File: src/rtl/core/bcdtc_pkg.sv
// shared types, constants and the segment lookup for the bcd tally counter controller
`default_nettype none

package bcdtc_pkg;

  // default digit count of the bcd counter
  localparam int NUM_DIGITS_DEF = 4;

  // configuration register indexes
  localparam logic [1:0] CFG_HOLD_TIME  = 2'd0;
  localparam logic [1:0] CFG_BEEP_TIME  = 2'd1;
  localparam logic [1:0] CFG_BLANK_TIME = 2'd2;

  // configuration reset values
  localparam logic [15:0] HOLD_TIME_RST  = 16'd1000;
  localparam logic [7:0]  BEEP_TIME_RST  = 8'd15;
  localparam logic [15:0] BLANK_TIME_RST = 16'd12000;

  // lamp codes: bit1 buzzer, bit0 led
  localparam logic [1:0] LAMP_OFF  = 2'd0;
  localparam logic [1:0] LAMP_BEEP = 2'd2;
  localparam logic [1:0] LAMP_LONG = 2'd3;

  typedef struct packed {
    logic [15:0] hold_time;
    logic [7:0]  beep_time;
    logic [15:0] blank_time;
  } bcdtc_cfg_t;

  typedef struct packed {
    logic plus_held;
    logic minus_held;
    logic tick;
    logic pin_change;
  } bcdtc_event_t;

  // seven-segment pattern, bit0 is segment a, non-bcd codes blank
  function automatic logic [6:0] seg_lookup(input logic [3:0] digit);
    logic [6:0] seg;
    case (digit)
      4'd0:    seg = 7'b0111111;
      4'd1:    seg = 7'b0000110;
      4'd2:    seg = 7'b1011011;
      4'd3:    seg = 7'b1001111;
      4'd4:    seg = 7'b1100110;
      4'd5:    seg = 7'b1101101;
      4'd6:    seg = 7'b1111101;
      4'd7:    seg = 7'b0000111;
      4'd8:    seg = 7'b1111111;
      4'd9:    seg = 7'b1100111;
      default: seg = 7'b0000000;
    endcase
    return seg;
  endfunction

endpackage

`default_nettype wire

File: src/rtl/core/bcdtc_bcd_step.sv
// saturating one-step bcd up or down counter over all digits
`default_nettype none

module bcdtc_bcd_step import bcdtc_pkg::*; #(
  parameter int NUM_DIGITS = NUM_DIGITS_DEF
) (
  input  wire logic                       dir_down,
  input  wire logic [NUM_DIGITS-1:0][3:0] digits_in,
  output logic      [NUM_DIGITS-1:0][3:0] digits_out
);

  logic at_limit;
  logic carry;

  always_comb begin
    at_limit = 1'b1;
    for (int i = 0; i < NUM_DIGITS; i++) begin
      if (digits_in[i] != (dir_down ? 4'd0 : 4'd9)) at_limit = 1'b0;
    end

    // ripple of the carry or borrow, stops at the first digit that can move
    carry      = ~at_limit;
    digits_out = digits_in;
    for (int i = 0; i < NUM_DIGITS; i++) begin
      if (carry) begin
        if (dir_down) begin
          if (digits_in[i] > 4'd0) begin
            digits_out[i] = digits_in[i] - 4'd1;
            carry         = 1'b0;
          end else begin
            digits_out[i] = 4'd9;
          end
        end else begin
          if (digits_in[i] < 4'd9) begin
            digits_out[i] = digits_in[i] + 4'd1;
            carry         = 1'b0;
          end else begin
            digits_out[i] = 4'd0;
          end
        end
      end
    end
  end

endmodule

`default_nettype wire

File: src/rtl/core/bcdtc_core.sv
// per-event state update of the counter, timers, digit mux and result valid
`default_nettype none

module bcdtc_core import bcdtc_pkg::*; #(
  parameter int NUM_DIGITS = NUM_DIGITS_DEF,
  parameter int PTR_W      = (NUM_DIGITS > 1) ? $clog2(NUM_DIGITS) : 1
) (
  input  wire logic                       clk,
  input  wire logic                       rst_n,
  input  wire logic                       fire,
  input  wire logic                       out_stall,
  input  wire bcdtc_event_t               ev,
  input  wire bcdtc_cfg_t                 cfg,
  output logic                            out_valid_r,
  output logic      [6:0]                 seg_r,
  output logic      [PTR_W-1:0]           ptr_r,
  output logic                            off_r,
  output logic      [1:0]                 lamp_r,
  output logic      [NUM_DIGITS-1:0][3:0] digits_r,
  output logic                            sound_r
);

  logic [7:0]  beep_r, beep_nxt;
  logic [15:0] clr_hold_r, clr_hold_nxt;
  logic [15:0] tgl_hold_r, tgl_hold_nxt;
  logic [15:0] idle_r, idle_nxt;
  logic [15:0] clr_inc, tgl_inc;
  logic        clr_fire, tgl_fire;
  logic [NUM_DIGITS-1:0][3:0] digits_clr, digits_up, digits_dn, digits_nxt;
  logic [PTR_W-1:0] ptr_nxt;
  logic [PTR_W:0]   ptr_inc;
  logic [6:0]  seg_nxt;
  logic [1:0]  lamp_nxt;
  logic        sound_nxt, off_nxt, out_valid_nxt;

  // long-press detection
  assign clr_inc  = (clr_hold_r == 16'hFFFF) ? clr_hold_r : clr_hold_r + 16'd1;
  assign tgl_inc  = (tgl_hold_r == 16'hFFFF) ? tgl_hold_r : tgl_hold_r + 16'd1;
  assign clr_fire = ev.minus_held && (clr_inc > cfg.hold_time);
  assign tgl_fire = ev.plus_held && (tgl_inc > cfg.hold_time);

  assign digits_clr = clr_fire ? '0 : digits_r;
  assign ptr_inc    = {1'b0, ptr_r} + {{PTR_W{1'b0}}, 1'b1};

  bcdtc_bcd_step #(.NUM_DIGITS(NUM_DIGITS)) u_up (
    .dir_down  (1'b0),
    .digits_in (digits_clr),
    .digits_out(digits_up)
  );

  bcdtc_bcd_step #(.NUM_DIGITS(NUM_DIGITS)) u_dn (
    .dir_down  (1'b1),
    .digits_in (digits_clr),
    .digits_out(digits_dn)
  );

  always_comb begin
    beep_nxt     = beep_r;
    lamp_nxt     = lamp_r;
    sound_nxt    = sound_r;
    digits_nxt   = digits_clr;
    ptr_nxt      = ptr_r;
    seg_nxt      = seg_r;
    idle_nxt     = idle_r;
    clr_hold_nxt = ev.minus_held ? (clr_fire ? 16'd1 : clr_inc) : 16'd0;
    tgl_hold_nxt = ev.plus_held ? (tgl_fire ? 16'd1 : tgl_inc) : 16'd0;

    if (clr_fire || tgl_fire) begin
      beep_nxt = 8'd1;
      lamp_nxt = LAMP_LONG;
    end
    if (tgl_fire) sound_nxt = ~sound_r;

    if (ev.tick) begin
      if (beep_nxt != 8'd0 && beep_nxt != 8'hFF) beep_nxt = beep_nxt + 8'd1;
      if (beep_nxt > cfg.beep_time) begin
        beep_nxt = 8'd0;
        lamp_nxt = LAMP_OFF;
      end
      if (ptr_inc >= (PTR_W+1)'(NUM_DIGITS)) ptr_nxt = '0;
      else                                   ptr_nxt = ptr_inc[PTR_W-1:0];
      seg_nxt = seg_lookup(digits_clr[ptr_nxt]);
    end

    if (ev.pin_change) begin
      idle_nxt = 16'd0;
      if (ev.plus_held && beep_nxt == 8'd0) begin
        digits_nxt = digits_up;
        if (sound_nxt) lamp_nxt = LAMP_BEEP;
        beep_nxt = 8'd1;
      end
      if (ev.minus_held && beep_nxt == 8'd0) begin
        digits_nxt = digits_dn;
        if (sound_nxt) lamp_nxt = LAMP_BEEP;
        beep_nxt = 8'd1;
      end
    end

    if (idle_nxt != 16'hFFFF) idle_nxt = idle_nxt + 16'd1;
    off_nxt = idle_nxt > cfg.blank_time;

    out_valid_nxt = fire ? 1'b1 : (out_valid_r & out_stall);
  end

  always_ff @(posedge clk) begin
    if (!rst_n) begin
      out_valid_r <= 1'b0;
      beep_r      <= 8'd0;
      clr_hold_r  <= 16'd0;
      tgl_hold_r  <= 16'd0;
      idle_r      <= 16'd0;
      digits_r    <= '0;
      ptr_r       <= '0;
      seg_r       <= 7'd0;
      lamp_r      <= LAMP_OFF;
      sound_r     <= 1'b1;
      off_r       <= 1'b0;
    end else begin
      out_valid_r <= out_valid_nxt;
      if (fire) begin
        beep_r     <= beep_nxt;
        clr_hold_r <= clr_hold_nxt;
        tgl_hold_r <= tgl_hold_nxt;
        idle_r     <= idle_nxt;
        digits_r   <= digits_nxt;
        ptr_r      <= ptr_nxt;
        seg_r      <= seg_nxt;
        lamp_r     <= lamp_nxt;
        sound_r    <= sound_nxt;
        off_r      <= off_nxt;
      end
    end
  end

endmodule

`default_nettype wire

File: src/rtl/core/bcd_tally_counter_controller_unit.sv
// top level of the bcd tally counter controller with seven-segment digit mux
`default_nettype none

// channel   direction  handshake            payload
// in_       input      in_valid / in_stall  plus_held, minus_held, tick, pin_change
// out_      output     out_valid / out_stall segments, digit_index, display_off, lamp,
//                                           count_bcd, sound_on
// cfg_      input      cfg_valid / cfg_ready cfg_index, cfg_data
//
// one transaction in, one transaction out; a new event can be taken every cycle unless out_stall holds the result
// an event passes the event register, then the state registers that form the result
// the result registers are the controller state itself, so the state only moves when
// the result slot is free or being taken
// rst_n is synchronous, active low; it clears the count, timers and registers and
// restores the configuration defaults
// a stalled output holds its result while one further event waits in the input register

module bcd_tally_counter_controller_unit import bcdtc_pkg::*; #(
  parameter int NUM_DIGITS = NUM_DIGITS_DEF
) (
  input  wire logic        clk,
  input  wire logic        rst_n,
  // event channel
  input  wire logic        in_valid,
  output logic             in_stall,
  input  wire logic        in_plus_held,
  input  wire logic        in_minus_held,
  input  wire logic        in_tick,
  input  wire logic        in_pin_change,
  // result channel
  output logic             out_valid,
  input  wire logic        out_stall,
  output logic      [6:0]  out_segments,
  output logic      [1:0]  out_digit_index,
  output logic             out_display_off,
  output logic      [1:0]  out_lamp,
  output logic      [15:0] out_count_bcd,
  output logic             out_sound_on,
  // configuration write channel
  input  wire logic        cfg_valid,
  output logic             cfg_ready,
  input  wire logic [1:0]  cfg_index,
  input  wire logic [15:0] cfg_data
);

  localparam int PTR_W = (NUM_DIGITS > 1) ? $clog2(NUM_DIGITS) : 1;

  // configuration registers
  bcdtc_cfg_t cfg_r;

  // input event register
  logic         ev_valid_r, ev_valid_nxt;
  bcdtc_event_t ev_r;
  logic         in_take;
  logic         advance;
  logic         fire;

  // result side
  logic                       out_valid_r;
  logic [6:0]                 seg_r;
  logic [PTR_W-1:0]           ptr_r;
  logic                       off_r;
  logic [1:0]                 lamp_r;
  logic [NUM_DIGITS-1:0][3:0] digits_r;
  logic                       sound_r;
  logic [PTR_W+1:0]           ptr_ext;
  logic [(NUM_DIGITS+4)*4-1:0] digits_ext;

  // configuration is always writable; writes outside the list are dropped
  assign cfg_ready = 1'b1;

  always_ff @(posedge clk) begin
    if (!rst_n) begin
      cfg_r.hold_time  <= HOLD_TIME_RST;
      cfg_r.beep_time  <= BEEP_TIME_RST;
      cfg_r.blank_time <= BLANK_TIME_RST;
    end else if (cfg_valid && cfg_ready) begin
      case (cfg_index)
        CFG_HOLD_TIME:  cfg_r.hold_time  <= cfg_data;
        CFG_BEEP_TIME:  cfg_r.beep_time  <= cfg_data[7:0];
        CFG_BLANK_TIME: cfg_r.blank_time <= cfg_data;
        default:        ;
      endcase
    end
  end

  // result slot can take a new result when empty or being drained this cycle
  assign advance  = ~out_valid_r | ~out_stall;
  assign fire     = ev_valid_r & advance;
  // the input register frees up whenever its event moves into the state stage
  assign in_stall = ev_valid_r & ~advance;
  assign in_take  = in_valid & ~in_stall;

  always_comb begin
    if (in_take)      ev_valid_nxt = 1'b1;
    else if (advance) ev_valid_nxt = 1'b0;
    else              ev_valid_nxt = ev_valid_r;
  end

  always_ff @(posedge clk) begin
    if (!rst_n) begin
      ev_valid_r <= 1'b0;
    end else begin
      ev_valid_r <= ev_valid_nxt;
    end
  end

  // event payload, no reset needed
  always_ff @(posedge clk) begin
    if (in_take) begin
      ev_r.plus_held  <= in_plus_held;
      ev_r.minus_held <= in_minus_held;
      ev_r.tick       <= in_tick;
      ev_r.pin_change <= in_pin_change;
    end
  end

  bcdtc_core #(
    .NUM_DIGITS(NUM_DIGITS),
    .PTR_W     (PTR_W)
  ) u_core (
    .clk        (clk),
    .rst_n      (rst_n),
    .fire       (fire),
    .out_stall  (out_stall),
    .ev         (ev_r),
    .cfg        (cfg_r),
    .out_valid_r(out_valid_r),
    .seg_r      (seg_r),
    .ptr_r      (ptr_r),
    .off_r      (off_r),
    .lamp_r     (lamp_r),
    .digits_r   (digits_r),
    .sound_r    (sound_r)
  );

  // only the low four digits and the low two pointer bits reach the ports
  assign ptr_ext    = {2'b00, ptr_r};
  assign digits_ext = {16'h0000, digits_r};

  assign out_valid       = out_valid_r;
  assign out_segments    = seg_r;
  assign out_digit_index = ptr_ext[1:0];
  assign out_display_off = off_r;
  assign out_lamp        = lamp_r;
  assign out_count_bcd   = digits_ext[15:0];
  assign out_sound_on    = sound_r;

endmodule

`default_nettype wire
File: config.mk
export PLATFORM = sky130hd
export DESIGN_NAME = bcd_tally_counter_controller_unit
export DESIGN_NICKNAME = d
export VERILOG_FILES = /design/src/rtl/core/bcdtc_pkg.sv /design/src/rtl/core/bcdtc_bcd_step.sv /design/src/rtl/core/bcdtc_core.sv /design/src/rtl/core/bcd_tally_counter_controller_unit.sv
export SDC_FILE = /design/constraint.sdc
export NUM_CORES = 1
export LEC_CHECK = 0
export ABC_CLOCK_PERIOD_IN_PS = 10000
export BUFFER_PORTS_ARGS = -buffer_cell sky130_fd_sc_hd__buf_2
export CORE_MARGIN = 4
export CORE_UTILIZATION = 37
export CTS_BUF_LIST = sky130_fd_sc_hd__clkbuf_8
export DETAILED_ROUTE_END_ITERATION = 16
export GPL_TIMING_DRIVEN = 0
export MAX_ROUTING_LAYER = met4
export SETUP_SLACK_MARGIN = 0.3
export SLEW_MARGIN = 5
export SYNTH_ARGS = -nofsm -noshare
export SYNTH_HDL_FRONTEND = slang
export SYNTH_SLANG_ARGS = --single-unit
File: constraint.sdc
create_clock -name clk -period 10 [get_ports clk]
set_clock_uncertainty 0.2 [all_clocks]
set_input_delay 1 -clock clk [delete_from_list [all_inputs] [get_ports clk]]
set_output_delay 1 -clock clk [all_outputs]
set_load 0.05 [all_outputs]
Yosys cells after proc, flatten, opt, wreduce, memory -nomap -nowiden
Memory sizes are Yosys's and may differ from the RTL's. A register that Yosys moved wholly into a read port is not among the register bits.
Index checks and enable logic that the tools add are counted.

storage, ports and cells
  register bits = 124
  bits in latches = 0
  RAM bits = 0
  memory bits (read-only) = 112
  input bits = 27
  output and inout port bits = 32
  logic and storage cells = 164
  memories kept = 1

cells by class
  $add $sub $neg = 13
  $mul = 0
  divide/modulo/power cells = 0
  order comparisons = 14
  equal/unequal tests = 10
  shift operators = 0
  mux-type cells = 73
  bitwise logic cells = 12
  reduce and logical (&&, ||, !) cells = 20

memories
  name              depth  bits a word  rd ports  clocked after Yosys merged registers in  wr ports  RTL line         RTL
  (name not given)  16     7            1         1                                        0         bcdtc_pkg.sv:40  case (digit)

operator list
  operator                                                        number
  2-to-1 mux 16 bit                                               12
  2-to-1 mux 8 bit                                                9
  2-to-1 mux 4 bit                                                17
  adder 16 x 1 -> 16 bit (second input constant)                  3
  greater-than comparator 16 bit                                  3
  equality test 16 bit (second input constant)                    2
  2-to-1 mux 1 bit                                                24
  2-to-1 mux 2 bit                                                10
  adder 4 x 1 -> 4 bit (second input constant)                    4
  greater-than comparator 4 x 1 -> 1 bit (second input constant)  4
  logical NOT 8 bit                                               2
  less-than comparator 4 bit (second input constant)              4
  != test 16 bit (second input constant)                          1
  != test 4 bit (second input constant)                           4
  nonzero test 4 bit                                              4
  subtractor 4 x 1 -> 4 bit (second input constant)               4
  adder 8 x 1 -> 8 bit (second input constant)                    1
  binary-select mux 4 bit (select 2 bit)                          1
  greater-than comparator 8 bit                                   1
  != test 8 bit (second input constant)                           1
  AND reduction 2 bit                                             4
  nonzero test 8 bit                                              1
  NOT 1 bit                                                       7
  logical AND 1 bit                                               5
  other kinds (11)                                                14

Longest topological paths before layout
Gate-level depths: netlist (run 1).

  depth after elaboration = 21
  mapped depth = 41
  gate-level depth less buffers = 32

Cells and area by module
A second synthesis (run 1) with hierarchy kept.

second synthesis, totals
  cell total of the unflattened synthesis = 1,386
  area, all modules = 10,881.7 µm²

modules (own cells, without submodules)
  module                             instances  cells an instance  area an instance (µm²)  sequential area each (µm²)
  bcdtc_core                         1          896                7,073.0                 1,721.7
  bcdtc_bcd_step                     2          157                999.7                   0.0
  bcd_tally_counter_controller_unit  1          176                1,809.2                 940.9

Worst setup path before layout (run 1)
Ideal clock, no wire load.

  kind = register -> register
  start = register u_core.clr_hold_r[0]
  end = register u_core.digits_r[6] in the netlist's numbering
  library setup time = 57 ps
  data arrival time = 8,522 ps
  required time = 9,743 ps
  slack = 1,221 ps
  stages on the path, launching flop included = 40
  buffers on the path = 10
  clock period less this slack = 8,779 ps
  cell sequence = dfxtp_1 > ha_1 > and3_1 > clkbuf_1 > nand3_1 > nor2_1 > nand3_1 > clkbuf_1 > nand3_1 > xnor2_1 > ha_1 > and4_1 > nand4_1 > a21oi_1 > o31ai_1 > buf_2 > clkbuf_1 > buf_2 > (+4 left out) > ha_1 > nand4_1 > a2bb2oi_2 > nor2_1 > mux2_2 > ha_1 > and4_1 > and3_1 > a22o_1 > or2_1 > buf_4 > a221oi_2 > o221ai_1 > or4_1 > buf_2 > or4_1 > o22ai_1 > a21o_1

between the ends
  cells in the longest elaborated chain, start to end = 21
  elaborated cells on any way between the ends = 58
  those cells by class = add/sub (4); order compare (6); eq/ne (6); mux (28); bitwise (2); reduce/logical (12)

ends and longest elaborated chain
  item                                                                           RTL line           RTL
  start, declared                                                                bcdtc_core.sv:24   logic [15:0] clr_hold_r, clr_hold_nxt;
  start signal, assigned                                                         bcdtc_core.sv:122  clr_hold_r <= clr_hold_nxt;
  adder 16 x 1 -> 16 bit or equality test 16 bit (tied branches)                 bcdtc_core.sv:37   assign clr_inc = (clr_hold_r == 16'hFFFF) ? clr_hold_r : clr_hold_r + 16'd1;
  2-to-1 mux 16 bit *                                                            bcdtc_core.sv:37
  greater-than comparator 16 bit *                                               bcdtc_core.sv:39   assign clr_fire = ev.minus_held && (clr_inc > cfg.hold_time);
  logical AND 1 bit *                                                            bcdtc_core.sv:39
  parallel branches: the longest is 16 deep, another holds adder 8 x 1 -> 8 bit  n/a
  2-to-1 mux 16 bit *                                                            bcdtc_core.sv:85   if (ev.pin_change) begin
  end signal, assigned                                                           bcdtc_core.sv:125  digits_r <= digits_nxt;
  end, declared                                                                  bcdtc_core.sv:19   output logic [NUM_DIGITS-1:0][3:0] digits_r,

Every way passes the cells marked *. The select of a mux whose other input is x is not followed.
A chain may end at the register's enable or synchronous reset.

Worst setup path in the final report (run 1)
  start = register u_core.clr_hold_r[1]
  end = register u_core.digits_r[6] in the netlist's numbering

Same word-level chain as after synthesis.

==> impl_metrics.prom, run 1 <==
# TYPE chip_impl_metric gauge
chip_impl_metric{name="final_sum_of_negative_setup_slack",unit="ps"} 0
chip_impl_metric{name="final_hold_violation_count",unit=""} 0
chip_impl_metric{name="yosysWarnings",unit=""} 0
chip_impl_metric{name="synth.distinct_cells",unit=""} 82
chip_impl_metric{name="antennaDiodeCount",unit=""} 0
chip_impl_metric{name="drtIter0Drc",unit=""} 799
chip_impl_metric{name="top_level_ports",unit=""} 59
chip_impl_metric{name="share_of_layout_cells_above_drive_strength_1",unit=""} 0.1209
chip_impl_metric{name="post_synth.cell_area_avg",unit="um2"} 7.686
chip_impl_metric{name="dpl.cell_count",unit=""} 1622
chip_impl_metric{name="dp_hpwl",unit="um"} 23300
chip_impl_metric{name="die_height",unit="um"} 168.2
chip_impl_metric{name="finalMaxSlewViolations",unit=""} 0
chip_impl_metric{name="route.final.wire_length",unit="um"} 31710
chip_impl_metric{name="detailedPlace.worstSlack",unit="ps"} -1893
chip_impl_metric{name="synth_enable_flop_cells",unit=""} 4
chip_impl_info{name="hp-class",value="flip-flop to flip-flop"} 1
chip_impl_metric{name="chipWidth",unit="um"} 168.2
chip_impl_metric{name="clock_pin_slew_of_the_registers_on_the_worst_case_setup_and_hold_paths",unit="ps"} 100
chip_impl_metric{name="floorplan.rows",unit=""} 58
chip_impl_metric{name="grt_pass1_vias",unit=""} 8857
chip_impl_metric{name="ys_ff_latch",unit=""} 131
chip_impl_metric{name="numCtsBuffers",unit=""} 17
chip_impl_metric{name="nets",unit=""} 1434
chip_impl_metric{name="worst_hold_slack",unit="ps"} 267.3
chip_impl_metric{name="clock_path_buffers",unit=""} 2
chip_impl_metric{name="cp.buffers_inverters",unit=""} 10
chip_impl_metric{name="vias",unit=""} 9586
chip_impl_metric{name="vias_per_cell",unit=""} 5.740
chip_impl_info{name="clock_tree.root_cell",value="sky130_fd_sc_hd__clkbuf_8"} 1
chip_impl_metric{name="biggest_cell_delay_along_the_critical_path",unit="ps"} 520
chip_impl_metric{name="final_cell_count_no_fill",unit=""} 1670
chip_impl_metric{name="area_of_the_placeable_core",unit="um2"} 25250
chip_impl_metric{name="async_reset_ff_frac",unit=""} 0
chip_impl_info{name="critical_path_class",value="flip-flop to flip-flop"} 1
chip_impl_info{name="rsz0062_at_grt",value="no"} 1
chip_impl_metric{name="globalRoute.totalOverflow",unit=""} 0
chip_impl_metric{name="multi_input_area",unit="um2"} 6432
chip_impl_metric{name="firstDrtPassIters",unit=""} 5
chip_impl_metric{name="area_delta_synth_final",unit="%"} 15.11
chip_impl_metric{name="cp_required",unit="ps"} 10220
chip_impl_metric{name="tightest_slew",unit="ps"} 894.8
chip_impl_info{name="tritoncts",value="built"} 1
chip_impl_metric{name="synth.net_count",unit=""} 1343
chip_impl_metric{name="worstPathArrival",unit="ps"} 9360
chip_impl_metric{name="ant_nets",unit=""} 0
chip_impl_info{name="run_status",value="complete, no violations"} 1
chip_impl_metric{name="leakage_component_of_the_power",unit="nW"} 4.405
chip_impl_metric{name="fmax",unit="MHz"} 109.3
chip_impl_metric{name="die_area",unit="um2"} 28300
chip_impl_info{name="critPathTopFamily",value="simple AND/OR/NAND/NOR gates"} 1
chip_impl_metric{name="syn_inst",unit=""} 1236
chip_impl_info{name="critical_path.slowest_cell",value="sky130_fd_sc_hd__or4_1"} 1
chip_impl_metric{name="post-route-worst-setup-slack",unit="ps"} 855.0
chip_impl_metric{name="finalSetupViolations",unit=""} 0
chip_impl_metric{name="cts_sinks",unit=""} 131
chip_impl_metric{name="maximum_resistive_drop_on_vdd",unit="mV"} 0.07634
chip_impl_metric{name="register_area",unit="um2"} 2666
chip_impl_metric{name="p_per_area",unit="nW/um2"} 116.1
chip_impl_metric{name="max-cap-violations",unit=""} 0
chip_impl_metric{name="p_total",unit="W"} 0.001269
chip_impl_metric{name="groute.usage.overall",unit=""} 0.2250
chip_impl_metric{name="yosysSeqAreaShare",unit=""} 0.2803
chip_impl_metric{name="drc",unit=""} 0
chip_impl_metric{name="start_util",unit=""} 0.3762
chip_impl_metric{name="portBuffers",unit=""} 56
chip_impl_info{name="postSynth.topFlopCell",value="sky130_fd_sc_hd__dfxtp_1"} 1
chip_impl_metric{name="post_drt_wl_per_cell",unit="um"} 18.99
chip_impl_metric{name="layout_min_cycle_time",unit="ps"} 9145
chip_impl_metric{name="grt_first_pass_wirelength",unit="um"} 49570
chip_impl_metric{name="antenna_found_initial",unit=""} 0
chip_impl_metric{name="layout_fillers",unit=""} 2633
chip_impl_metric{name="clk-insertion-delay-late",unit="ps"} 470
chip_impl_metric{name="timing.slew.headroom",unit=""} 0.3980
chip_impl_metric{name="grt_start_max_net_pins",unit=""} 17
chip_impl_metric{name="number_of_h_tree_levels",unit=""} 4
chip_impl_info{name="worstSetupEndpointType",value="flip-flop"} 1
chip_impl_metric{name="synth_area",unit="um2"} 9500
chip_impl_metric{name="gpl.final_weighted_congestion",unit=""} 0.9620
chip_impl_info{name="critPathLaunchType",value="flip-flop"} 1
chip_impl_metric{name="finalCritPeriodShare",unit=""} 0.9145
chip_impl_metric{name="crit_path_max_fanout",unit=""} 10
metrics by stage:
step,cell area [um2],util
after global routing,10940,0.4330
after floorplan,9500,-
after detailed placement,10190,0.4036
final,10940,0.4330
after global placement,10190,0.4036
after CTS,10760,0.4259
synthesized netlist by cell type (8+ instances only):
cell,count,share of area
sky130_fd_sc_hd__nand2_1,184,0.073
sky130_fd_sc_hd__dfxtp_1,127,0.27
sky130_fd_sc_hd__ha_1,80,0.11
sky130_fd_sc_hd__nor2_1,72,0.028
sky130_fd_sc_hd__clkbuf_1,66,0.026
sky130_fd_sc_hd__a21oi_1,62,0.033
sky130_fd_sc_hd__inv_1,61,0.024
sky130_fd_sc_hd__nor2b_1,58,0.038
sky130_fd_sc_hd__o21ai_0,56,0.030
sky130_fd_sc_hd__nand3_1,47,0.025
sky130_fd_sc_hd__a21boi_0,38,0.030
sky130_fd_sc_hd__nand4_1,31,0.020
sky130_fd_sc_hd__a22oi_1,30,0.024
sky130_fd_sc_hd__xnor2_1,30,0.028
sky130_fd_sc_hd__and3_1,28,0.018
sky130_fd_sc_hd__o211ai_1,21,0.017
sky130_fd_sc_hd__nor3_1,20,0.011
sky130_fd_sc_hd__o21a_1,11,0.0087
sky130_fd_sc_hd__a31oi_1,10,0.0066
sky130_fd_sc_hd__mux2i_1,10,0.011
sky130_fd_sc_hd__and2_1,9,0.0059
sky130_fd_sc_hd__and4_1,9,0.0083
sky130_fd_sc_hd__o22ai_1,9,0.0059
sky130_fd_sc_hd__nor3b_1,8,0.0063
sky130_fd_sc_hd__xor2_1,8,0.0074
power breakdown:
part	switching, W	total [W]	internal [W]	leakage [nW]
sequential	0.0000112	0.000549	0.000538	1.07
clock	0.000245	0.000520	0.000274	0.219
combinational	0.000135	0.000200	0.0000648	3.12
tightest hold or removal path, stage by stage (launching register included):
cell and delay (ps):
sky130_fd_sc_hd__dfxtp_1 330, sky130_fd_sc_hd__inv_1 50, sky130_fd_sc_hd__a21oi_1 50
cell type report:
type	count	share of cell area
Clock inverter	15	0.01876
Buffer	80	0.03284
Sequential cell	131	0.2438
Clock buffer	17	0.02140
Inverter	62	0.02128
Multi-Input combinational cell	964	0.5882
Tap cell	330	0.03776
Timing Repair Buffer	71	0.03593
logic make-up (layout without fill, tap and decap cells):
kind of cell,after synthesis,count (layout),synth area share
XOR/XNOR,38,38,0.03503
multiplexers,21,21,0.02832
AND/OR/NAND/NOR,510,510,0.2676
buffers and inverters,142,245,0.05782
adder cells (fa/ha/maj),80,80,0.1054
other,1,1,0.0003947
AO/OA/AOI/OAI,313,314,0.2252
flip-flops,131,131,0.2803
cell usage in the layout (no fill, tap or decap), drive strengths merged, types with 31 or more instances in the layout:
| master | n |
|---|---|
| a21boi | 40 |
| a21oi | 62 |
| buf | 86 |
| clkbuf | 82 |
| dfxtp | 127 |
| ha | 80 |
| inv | 66 |
| nand2 | 185 |
| nand3 | 47 |
| nand4 | 31 |
| nor2 | 72 |
| nor2b | 58 |
| o21ai | 63 |
metal layers:
| metal | up-vias | track usage | routed length [um] |
|---|---|---|---|
| met5 | - | - | 0 |
| li1 | 4615 | - | - |
| met2 | 393 | 0.3436 | 14040 |
| met1 | 4527 | 0.3127 | 14660 |
| met4 | 0 | 0.06351 | 649 |
| met3 | 51 | 0.03029 | 2360 |
flip-flops by register name (all words and copies together) (netlist names):
| register | cells |
|---|---|
| u_core.tgl_hold_r | 16 |
| u_core.sound_r | 1 |
| u_core.seg_r | 7 |
| u_core.beep_r | 8 |
| u_core.out_valid_r | 1 |
| ev_r | 4 |
| u_core.lamp_r | 2 |
| ev_valid_r | 1 |
| u_core.clr_hold_r | 16 |
| u_core.off_r | 1 |
| cfg_r | 40 |
| u_core.ptr_r | 2 |
| u_core.idle_r | 16 |
| u_core.digits_r | 16 |
worst paths after layout:
path	from	slack (ps)	end	depth (start not counted)
max	u_core.clr_hold_r[1]	860	u_core.digits_r[6]	39
min	u_core.lamp_r[1]	270	u_core.lamp_r[1]	2
max reg2reg	u_core.clr_hold_r[1]	860	u_core.digits_r[6]	39
min reg2reg	u_core.lamp_r[1]	270	u_core.lamp_r[1]	2
timing repair:
action,4_1_cts,5_1_grt
setup endpoints to repair,26,19
gates cloned,0,1
hold buffers,0,0
endpoints found under the hold margin,0,0
resized for setup,24,18
buffers inserted,4,11
pin swaps,1,7
(Power assumes the default switching activity.)
==> run 2, diff against run 1 <==
Settings changed: ABC_CLOCK_PERIOD_IN_PS 10000 to 7660.
Clock period 10 ns to 7.66 ns, I/O delays scaled along.
==> run 2 against run 1 <==
The run now ends with setup timing left; core utilization is 4.9 points higher; wire length grew 4.6%; cell count rose by 3.6%; largest cell class unchanged.
==> impl_metrics.prom, run 2 (same netlist as run 1, synthesis figures left out) <==
# TYPE chip_impl_metric gauge
chip_impl_info{name="run_status",value="complete, but fails checks"} 1
chip_impl_info{name="violations",value="setup timing"} 1
chip_impl_metric{name="cp.buffers_inverters",unit=""} 9
chip_impl_metric{name="top_level_ports",unit=""} 59
chip_impl_metric{name="gpl.final_weighted_congestion",unit=""} 0.9523
chip_impl_metric{name="cts_sinks",unit=""} 131
chip_impl_info{name="critical_path_class",value="flip-flop to flip-flop"} 1
chip_impl_metric{name="drtIter0Drc",unit=""} 848
chip_impl_metric{name="fmax",unit="MHz"} 125.8
chip_impl_metric{name="crit_path_max_fanout",unit=""} 5
chip_impl_metric{name="clock_pin_slew_of_the_registers_on_the_worst_case_setup_and_hold_paths",unit="ps"} 90
chip_impl_metric{name="vias_per_cell",unit=""} 5.793
chip_impl_info{name="r2r_start",value="u_core.clr_hold_r[4]"} 1
chip_impl_metric{name="post-route-worst-setup-slack",unit="ps"} -290.7
chip_impl_metric{name="multi_input_area",unit="um2"} 6979
chip_impl_metric{name="chipWidth",unit="um"} 168.2
chip_impl_metric{name="maximum_resistive_drop_on_vdd",unit="mV"} 0.1089
chip_impl_metric{name="drc",unit=""} 0
chip_impl_metric{name="grt_first_pass_wirelength",unit="um"} 51230
chip_impl_metric{name="area_delta_synth_final",unit="%"} 28.05
chip_impl_info{name="rsz0062_at_grt",value="yes"} 1
chip_impl_metric{name="regToRegSetupSlack",unit="ps"} -290
chip_impl_metric{name="firstDrtPassIters",unit=""} 6
chip_impl_metric{name="antenna_found_initial",unit=""} 0
chip_impl_metric{name="cp_required",unit="ps"} 7870
chip_impl_metric{name="numCtsBuffers",unit=""} 17
chip_impl_info{name="critical_path.slowest_cell",value="sky130_fd_sc_hd__or4_4"} 1
chip_impl_metric{name="p_per_area",unit="nW/um2"} 134.7
chip_impl_metric{name="antennaDiodeCount",unit=""} 0
chip_impl_info{name="source_of_the_worst_hold_timing_path",value="cfg_r[12]"} 1
chip_impl_metric{name="min_path_cells",unit=""} 2
chip_impl_metric{name="clk-insertion-delay-late",unit="ps"} 460
chip_impl_metric{name="grt_start_max_net_pins",unit=""} 17
chip_impl_metric{name="share_of_layout_cells_above_drive_strength_1",unit=""} 0.2264
chip_impl_metric{name="globalRoute.totalOverflow",unit=""} 0
chip_impl_metric{name="start_util",unit=""} 0.3762
chip_impl_info{name="r2r-end",value="u_core.digits_r[6]"} 1
chip_impl_metric{name="max-cap-violations",unit=""} 0
chip_impl_metric{name="layout_min_cycle_time",unit="ps"} 7951
chip_impl_metric{name="reg2regPathDepth",unit=""} 36
chip_impl_metric{name="die_height",unit="um"} 168.2
chip_impl_metric{name="detailedPlace.worstSlack",unit="ps"} -1830
chip_impl_info{name="hp-class",value="flip-flop to flip-flop"} 1
chip_impl_info{name="clock_tree.root_cell",value="sky130_fd_sc_hd__clkbuf_8"} 1
chip_impl_metric{name="finalMaxSlewViolations",unit=""} 0
chip_impl_metric{name="worstPathArrival",unit="ps"} 8160
chip_impl_metric{name="die_area",unit="um2"} 28300
chip_impl_info{name="critPathTopFamily",value="simple AND/OR/NAND/NOR gates"} 1
chip_impl_info{name="layout_commonest_cell",value="sky130_fd_sc_hd__nand2_1"} 1
chip_impl_metric{name="grt_pass1_vias",unit=""} 9330
chip_impl_metric{name="finalSetupViolations",unit=""} 16
chip_impl_info{name="worstSetupEndpointType",value="flip-flop"} 1
chip_impl_metric{name="largest_reg_flops",unit=""} 40
chip_impl_metric{name="portBuffers",unit=""} 56
chip_impl_metric{name="final_hold_violation_count",unit=""} 0
chip_impl_metric{name="post_drt_wl_per_cell",unit="um"} 19.18
chip_impl_info{name="holdPathEnd",value="cfg_r[12]"} 1
chip_impl_info{name="crit_top_cell",value="sky130_fd_sc_hd__and3_4"} 1
chip_impl_metric{name="biggest_cell_delay_along_the_critical_path",unit="ps"} 540
chip_impl_metric{name="dp_hpwl",unit="um"} 23270
chip_impl_metric{name="cts_hold_repair.buffers",unit=""} 0
chip_impl_metric{name="ant_nets",unit=""} 0
chip_impl_metric{name="register_area",unit="um2"} 2694
chip_impl_info{name="critPathLaunchType",value="flip-flop"} 1
chip_impl_metric{name="groute.usage.overall",unit=""} 0.2331
chip_impl_metric{name="finalCritPeriodShare",unit=""} 1.038
chip_impl_metric{name="area_of_the_placeable_core",unit="um2"} 25250
chip_impl_metric{name="number_of_h_tree_levels",unit=""} 4
chip_impl_metric{name="tightest_slew",unit="ps"} 920.9
chip_impl_metric{name="clock_path_buffers",unit=""} 2
chip_impl_metric{name="nets",unit=""} 1495
chip_impl_metric{name="route.final.wire_length",unit="um"} 33180
chip_impl_metric{name="fin_util",unit=""} 0.4817
chip_impl_metric{name="leakage_component_of_the_power",unit="nW"} 4.913
chip_impl_info{name="tritoncts",value="built"} 1
chip_impl_info{name="mostFrequentLayoutCells",value="sky130_fd_sc_hd__nand2_1, sky130_fd_sc_hd__dfxtp_1, sky130_fd_sc_hd__ha_1"} 1
chip_impl_metric{name="timing.slew.headroom",unit=""} 0.3796
chip_impl_metric{name="floorplan.rows",unit=""} 58
chip_impl_metric{name="layout_fillers",unit=""} 2506
chip_impl_info{name="largest_register",value="cfg_r"} 1
chip_impl_metric{name="vias",unit=""} 10020
## run 2: cell types whose count changed in the layout (fill, tap and decap cells not counted), moves of 8 or more
cell and delta:
sky130_fd_sc_hd__a21oi_1 -8, sky130_fd_sc_hd__xnor2_1 -8, sky130_fd_sc_hd__and3_4 +8, sky130_fd_sc_hd__nor2_1 -8
sky130_fd_sc_hd__buf_4 +45, sky130_fd_sc_hd__xnor2_2 +8, sky130_fd_sc_hd__buf_6 +13, sky130_fd_sc_hd__dfxtp_1 -10
sky130_fd_sc_hd__nor3_1 -8
## run 2: what timing repair did
item                       4_1_cts  5_1_grt
setup buffers                   52       21
setup endpoints to repair       26       19
pin swaps                       49       58
gates resized for setup         81       76
gates cloned                     4        0
## run 2: metrics by stage
step | hold WS, ps | TNS (ps) | instances | power, W | cell area (um2)
after floorplan | 243.5 | 0 | 1236 | 0.0009023 | 9741
after global placement | 254.2 | -30040 | 1622 | 0.0009834 | 10430
after CTS | 258.1 | -1252 | 1709 | 0.001634 | 11680
after global routing | 270.1 | -5928 | 1730 | 0.001704 | 12170
after detailed placement | 259.5 | -29360 | 1622 | 0.0009854 | 10430
final | 268.4 | -2937 | 1730 | 0.001639 | 12170
## run 2: where the power goes
group          switching [W]  internal (W)  total, W
clock               0.000328      0.000299  0.000627
sequential         0.0000150      0.000701  0.000716
combinational       0.000191      0.000105  0.000296
total               0.000534       0.00110   0.00164
## run 2: worst register-to-register path: cells and delay by family, from the launching register on
family          cells  cell delay (ps)
mux                 2              670
fa+ha+maj           3              560
buf+inv             9             1250
compound gates      8             1810
simple gates       14             3050
flops               1              360
## run 2: worst max-delay path by stage
stage | start | slack (ps) | to | cells after the start
CTS | u_core.clr_hold_r[5] | -190 | u_core.digits_r[6] | 36
finish | u_core.clr_hold_r[4] | -290 | u_core.digits_r[6] | 36
global placement | u_core.clr_hold_r[0] | -1890 | u_core.digits_r[3] | 38
detailed placement | u_core.clr_hold_r[0] | -1830 | u_core.digits_r[3] | 38
floorplan | u_core.clr_hold_r[4] | 90 | u_core.digits_r[3] | 34
global route | u_core.clr_hold_r[0] | -460 | u_core.digits_r[6] | 39
## run 2: per-layer routing
metal / wire length [um] / vias to the layer above / track usage / share of wire
li1: - / 4748 / - / -
met1: 14900 / 4767 / 0.3107 / 0.45
met2: 14790 / 407 / 0.3508 / 0.45
met3: 2314 / 100 / 0.04062 / 0.070
met4: 1170 / 0 / 0.09527 / 0.035
met5: 0 / - / - / 0
## run 2: final cells by class
cell class | instances | area share
clock inverters | 14 | 0.01378
inverters | 62 | 0.01913
well taps | 330 | 0.03394
clock buffers | 17 | 0.01923
multi-input cells | 963 | 0.5737
plain buffers | 80 | 0.04083
flip-flops and latches | 131 | 0.2214
repair buffers | 133 | 0.07796
==> run 3, diff against run 2 <==
Settings changed: CORE_ASPECT_RATIO set to 1.25.
==> run 3 against run 2 <==
The flow still finishes with violations (setup timing); first-iteration DRC count shrank 24%; sequential power is essentially flat; final area shrank 2.2%; cell count shrank 0.40%; global-route usage grew 0.40 points; clock power shrank 11%; non-clock buffer count shrank 13; sequential share of layout area grew 0.48 points; fmax grew 0.66%; power shrank 4.5%; hold slack lost 1.7 ps; critical path type unchanged.
==> impl_metrics.prom, run 3 (same netlist as run 1, synthesis figures left out) <==
# TYPE chip_impl_metric gauge
chip_impl_metric{name="clk-insertion-delay-late",unit="ps"} 470
chip_impl_info{name="crit_top_cell",value="sky130_fd_sc_hd__and3_4"} 1
chip_impl_metric{name="cp_required",unit="ps"} 7870
chip_impl_info{name="hp-class",value="primary input to flip-flop"} 1
chip_impl_metric{name="post_drt_wl_per_cell",unit="um"} 19.15
chip_impl_metric{name="finalMaxSlewViolations",unit=""} 0
chip_impl_metric{name="top_level_ports",unit=""} 59
chip_impl_metric{name="fmax",unit="MHz"} 126.6
chip_impl_metric{name="chipWidth",unit="um"} 151.3
chip_impl_info{name="source_of_the_worst_hold_timing_path",value="in_pin_change"} 1
chip_impl_metric{name="grt_first_pass_wirelength",unit="um"} 51590
chip_impl_metric{name="dpl.cell_count",unit=""} 1627
chip_impl_metric{name="p_per_area",unit="nW/um2"} 131.5
chip_impl_metric{name="numCtsBuffers",unit=""} 17
chip_impl_metric{name="power.share.sequential",unit=""} 0.457
chip_impl_metric{name="largest_reg_flops",unit=""} 40
chip_impl_metric{name="globalRoute.totalOverflow",unit=""} 0
chip_impl_metric{name="final_cell_count_no_fill",unit=""} 1723
chip_impl_metric{name="cellInternalPower",unit="W"} 0.001050
chip_impl_metric{name="antenna_found_initial",unit=""} 0
chip_impl_metric{name="crit_path_max_fanout",unit=""} 5
chip_impl_metric{name="vias",unit=""} 9908
chip_impl_metric{name="floorplan.rows",unit=""} 65
chip_impl_metric{name="power.share.clock",unit=""} 0.356
chip_impl_metric{name="final_hold_violation_count",unit=""} 0
chip_impl_metric{name="combPwrFrac",unit=""} 0.186
chip_impl_metric{name="maximum_resistive_drop_on_vdd",unit="mV"} 0.09744
chip_impl_info{name="mostFrequentLayoutCells",value="sky130_fd_sc_hd__nand2_1, sky130_fd_sc_hd__dfxtp_1, sky130_fd_sc_hd__ha_1"} 1
chip_impl_info{name="critical_path.slowest_cell",value="sky130_fd_sc_hd__or4_4"} 1
chip_impl_metric{name="biggest_cell_delay_along_the_critical_path",unit="ps"} 540
chip_impl_metric{name="layout_min_cycle_time",unit="ps"} 7898
chip_impl_info{name="global_route.peak_usage_layer",value="met2"} 1
chip_impl_info{name="largest_register",value="cfg_r"} 1
chip_impl_info{name="tritoncts",value="built"} 1
chip_impl_metric{name="portBuffers",unit=""} 56
chip_impl_metric{name="route.final.wire_length",unit="um"} 32990
chip_impl_metric{name="tightest_slew",unit="ps"} 922.8
chip_impl_metric{name="grt.met3_usage",unit=""} 0.03563
chip_impl_metric{name="clock_pin_slew_of_the_registers_on_the_worst_case_setup_and_hold_paths",unit="ps"} 90
chip_impl_info{name="clock_tree.root_cell",value="sky130_fd_sc_hd__clkbuf_8"} 1
chip_impl_metric{name="power.switching",unit="W"} 0.0005153
chip_impl_metric{name="clock_path_buffers",unit=""} 2
chip_impl_metric{name="ant_nets",unit=""} 0
chip_impl_info{name="critical_path_class",value="flip-flop to flip-flop"} 1
chip_impl_info{name="holdPathEnd",value="ev_r[0]"} 1
chip_impl_info{name="critPathLaunchType",value="flip-flop"} 1
chip_impl_metric{name="finalSetupViolations",unit=""} 12
chip_impl_info{name="worstSetupEndpointType",value="flip-flop"} 1
chip_impl_metric{name="cts_hold_repair.buffers",unit=""} 0
chip_impl_metric{name="area_of_the_placeable_core",unit="um2"} 25290
chip_impl_metric{name="share_of_layout_cells_above_drive_strength_1",unit=""} 0.2076
chip_impl_metric{name="reg2regPathDepth",unit=""} 36
chip_impl_metric{name="grt_use_met2",unit=""} 0.3916
chip_impl_metric{name="max-cap-violations",unit=""} 0
chip_impl_metric{name="worst_hold_slack",unit="ps"} 266.7
chip_impl_metric{name="fin_util",unit=""} 0.4705
chip_impl_metric{name="cts_sinks",unit=""} 131
chip_impl_metric{name="leakage_component_of_the_power",unit="nW"} 4.778
chip_impl_metric{name="gpl.final_weighted_congestion",unit=""} 0.9678
chip_impl_metric{name="die_area",unit="um2"} 28320
chip_impl_metric{name="start_util",unit=""} 0.3756
chip_impl_metric{name="regToRegSetupSlack",unit="ps"} -240
chip_impl_metric{name="worstPathArrival",unit="ps"} 8110
chip_impl_info{name="rsz0062_at_grt",value="yes"} 1
chip_impl_metric{name="finalCritPeriodShare",unit=""} 1.031
chip_impl_info{name="run_status",value="complete, but fails checks"} 1
chip_impl_info{name="violations",value="setup timing"} 1
chip_impl_info{name="r2r-end",value="u_core.digits_r[6]"} 1
chip_impl_metric{name="number_of_h_tree_levels",unit=""} 4
chip_impl_metric{name="groute.usage.overall",unit=""} 0.2371
chip_impl_metric{name="grt_util_met1",unit=""} 0.2796
chip_impl_metric{name="vias_per_cell",unit=""} 5.750
chip_impl_info{name="r2r_start",value="u_core.clr_hold_r[7]"} 1
chip_impl_metric{name="grt_start_max_net_pins",unit=""} 17
chip_impl_metric{name="die_height",unit="um"} 187.2
chip_impl_metric{name="min_path_cells",unit=""} 1
chip_impl_metric{name="netSwitchingFraction",unit=""} 0.3292
chip_impl_metric{name="area_delta_synth_final",unit="%"} 25.27
chip_impl_metric{name="firstDrtPassIters",unit=""} 5
chip_impl_metric{name="nets",unit=""} 1482
chip_impl_metric{name="grt_pass1_vias",unit=""} 9630
chip_impl_metric{name="dp_hpwl",unit="um"} 23510
chip_impl_metric{name="drc",unit=""} 0
chip_impl_info{name="layout_commonest_cell",value="sky130_fd_sc_hd__nand2_1"} 1
chip_impl_metric{name="timing.slew.headroom",unit=""} 0.3848
chip_impl_metric{name="drtIter0Drc",unit=""} 647
chip_impl_metric{name="post-route-worst-setup-slack",unit="ps"} -238.4
[run 3: cell count changes in the layout (fill, tap and decap cells not counted), moves of 3 or more]
cell / delta
sky130_fd_sc_hd__inv_6: -3
sky130_fd_sc_hd__a21oi_2: -5
sky130_fd_sc_hd__o21ai_4: -3
sky130_fd_sc_hd__o21ai_2: +3
sky130_fd_sc_hd__nor3_1: +3
sky130_fd_sc_hd__xnor2_1: +3
sky130_fd_sc_hd__nor3_2: -3
sky130_fd_sc_hd__buf_4: -10
sky130_fd_sc_hd__xnor2_2: -3
sky130_fd_sc_hd__a21oi_1: +3
[run 3: cell type report]
type	instances	area, um2
fill	2497	13390
tap	335	419.2
antenna	1	2.502
clock inverter	12	96.34
buffer	80	495.5
multi-input combinational	963	6893
inverter	62	232.7
clock buffer	19	261.5
timing repair buffer	120	808.3
sequential	131	2693
[run 3: critical path: cells and delay by family (launching register included)]
family                   cells  cell delay [ps]
buffers and inverters        9             1210
AO/OA/AOI/OAI                8             1660
multiplexers                 2              670
flip-flops                   1              340
adder cells (fa/ha/maj)      3              570
AND/OR/NAND/NOR             14             3180
[run 3: how the worst max path moves through the flow]
stage / from / end / slack [ps] / cells past startpoint
after floorplan: u_core.clr_hold_r[4] / u_core.digits_r[3] / 90 / 34
after global placement: u_core.clr_hold_r[0] / u_core.digits_r[3] / -1990 / 37
after detailed placement: u_core.clr_hold_r[0] / u_core.digits_r[3] / -1950 / 37
after CTS: u_core.clr_hold_r[7] / u_core.digits_r[6] / -200 / 36
after global routing: u_core.clr_hold_r[1] / u_core.digits_r[9] / -440 / 40
final: u_core.clr_hold_r[7] / u_core.digits_r[6] / -240 / 36
[run 3: metrics by stage]
stage	power (W)	TNS (ps)	instance area [um2]	worst slack, ps
final	0.001565	-1144	11900	-238.4
after global placement	0.0009821	-30240	10440	-1994
after global routing	0.001635	-4786	11900	-437.6
after floorplan	0.0009023	0	9741	91.35
after detailed placement	0.0009844	-29440	10440	-1952
after CTS	0.001561	-1044	11620	-204.6
[run 3: what timing repair did]
action                                  4_1_cts  5_1_grt
endpoints found under the setup margin       26       20
setup buffers                                50       11
resized for setup                            88       50
cloned                                        3        0
pin swaps                                    49       47
[run 3: layer usage]
layer	part of all wire	up-vias
li1	-	4714
met1	0.40	4673
met2	0.49	409
met3	0.056	112
met4	0.050	0
met5	0	-
[run 3: power groups by stage]
stage          Combinational, W  Clock, W  Sequential, W
3_5_place_dp           0.000252         0       0.000733
3_3_place_gp           0.000249         0       0.000733
2_1_floorplan          0.000156         0       0.000747
6_report               0.000291  0.000558       0.000716
4_1_cts                0.000279  0.000566       0.000717
5_1_grt                0.000315  0.000601       0.000718
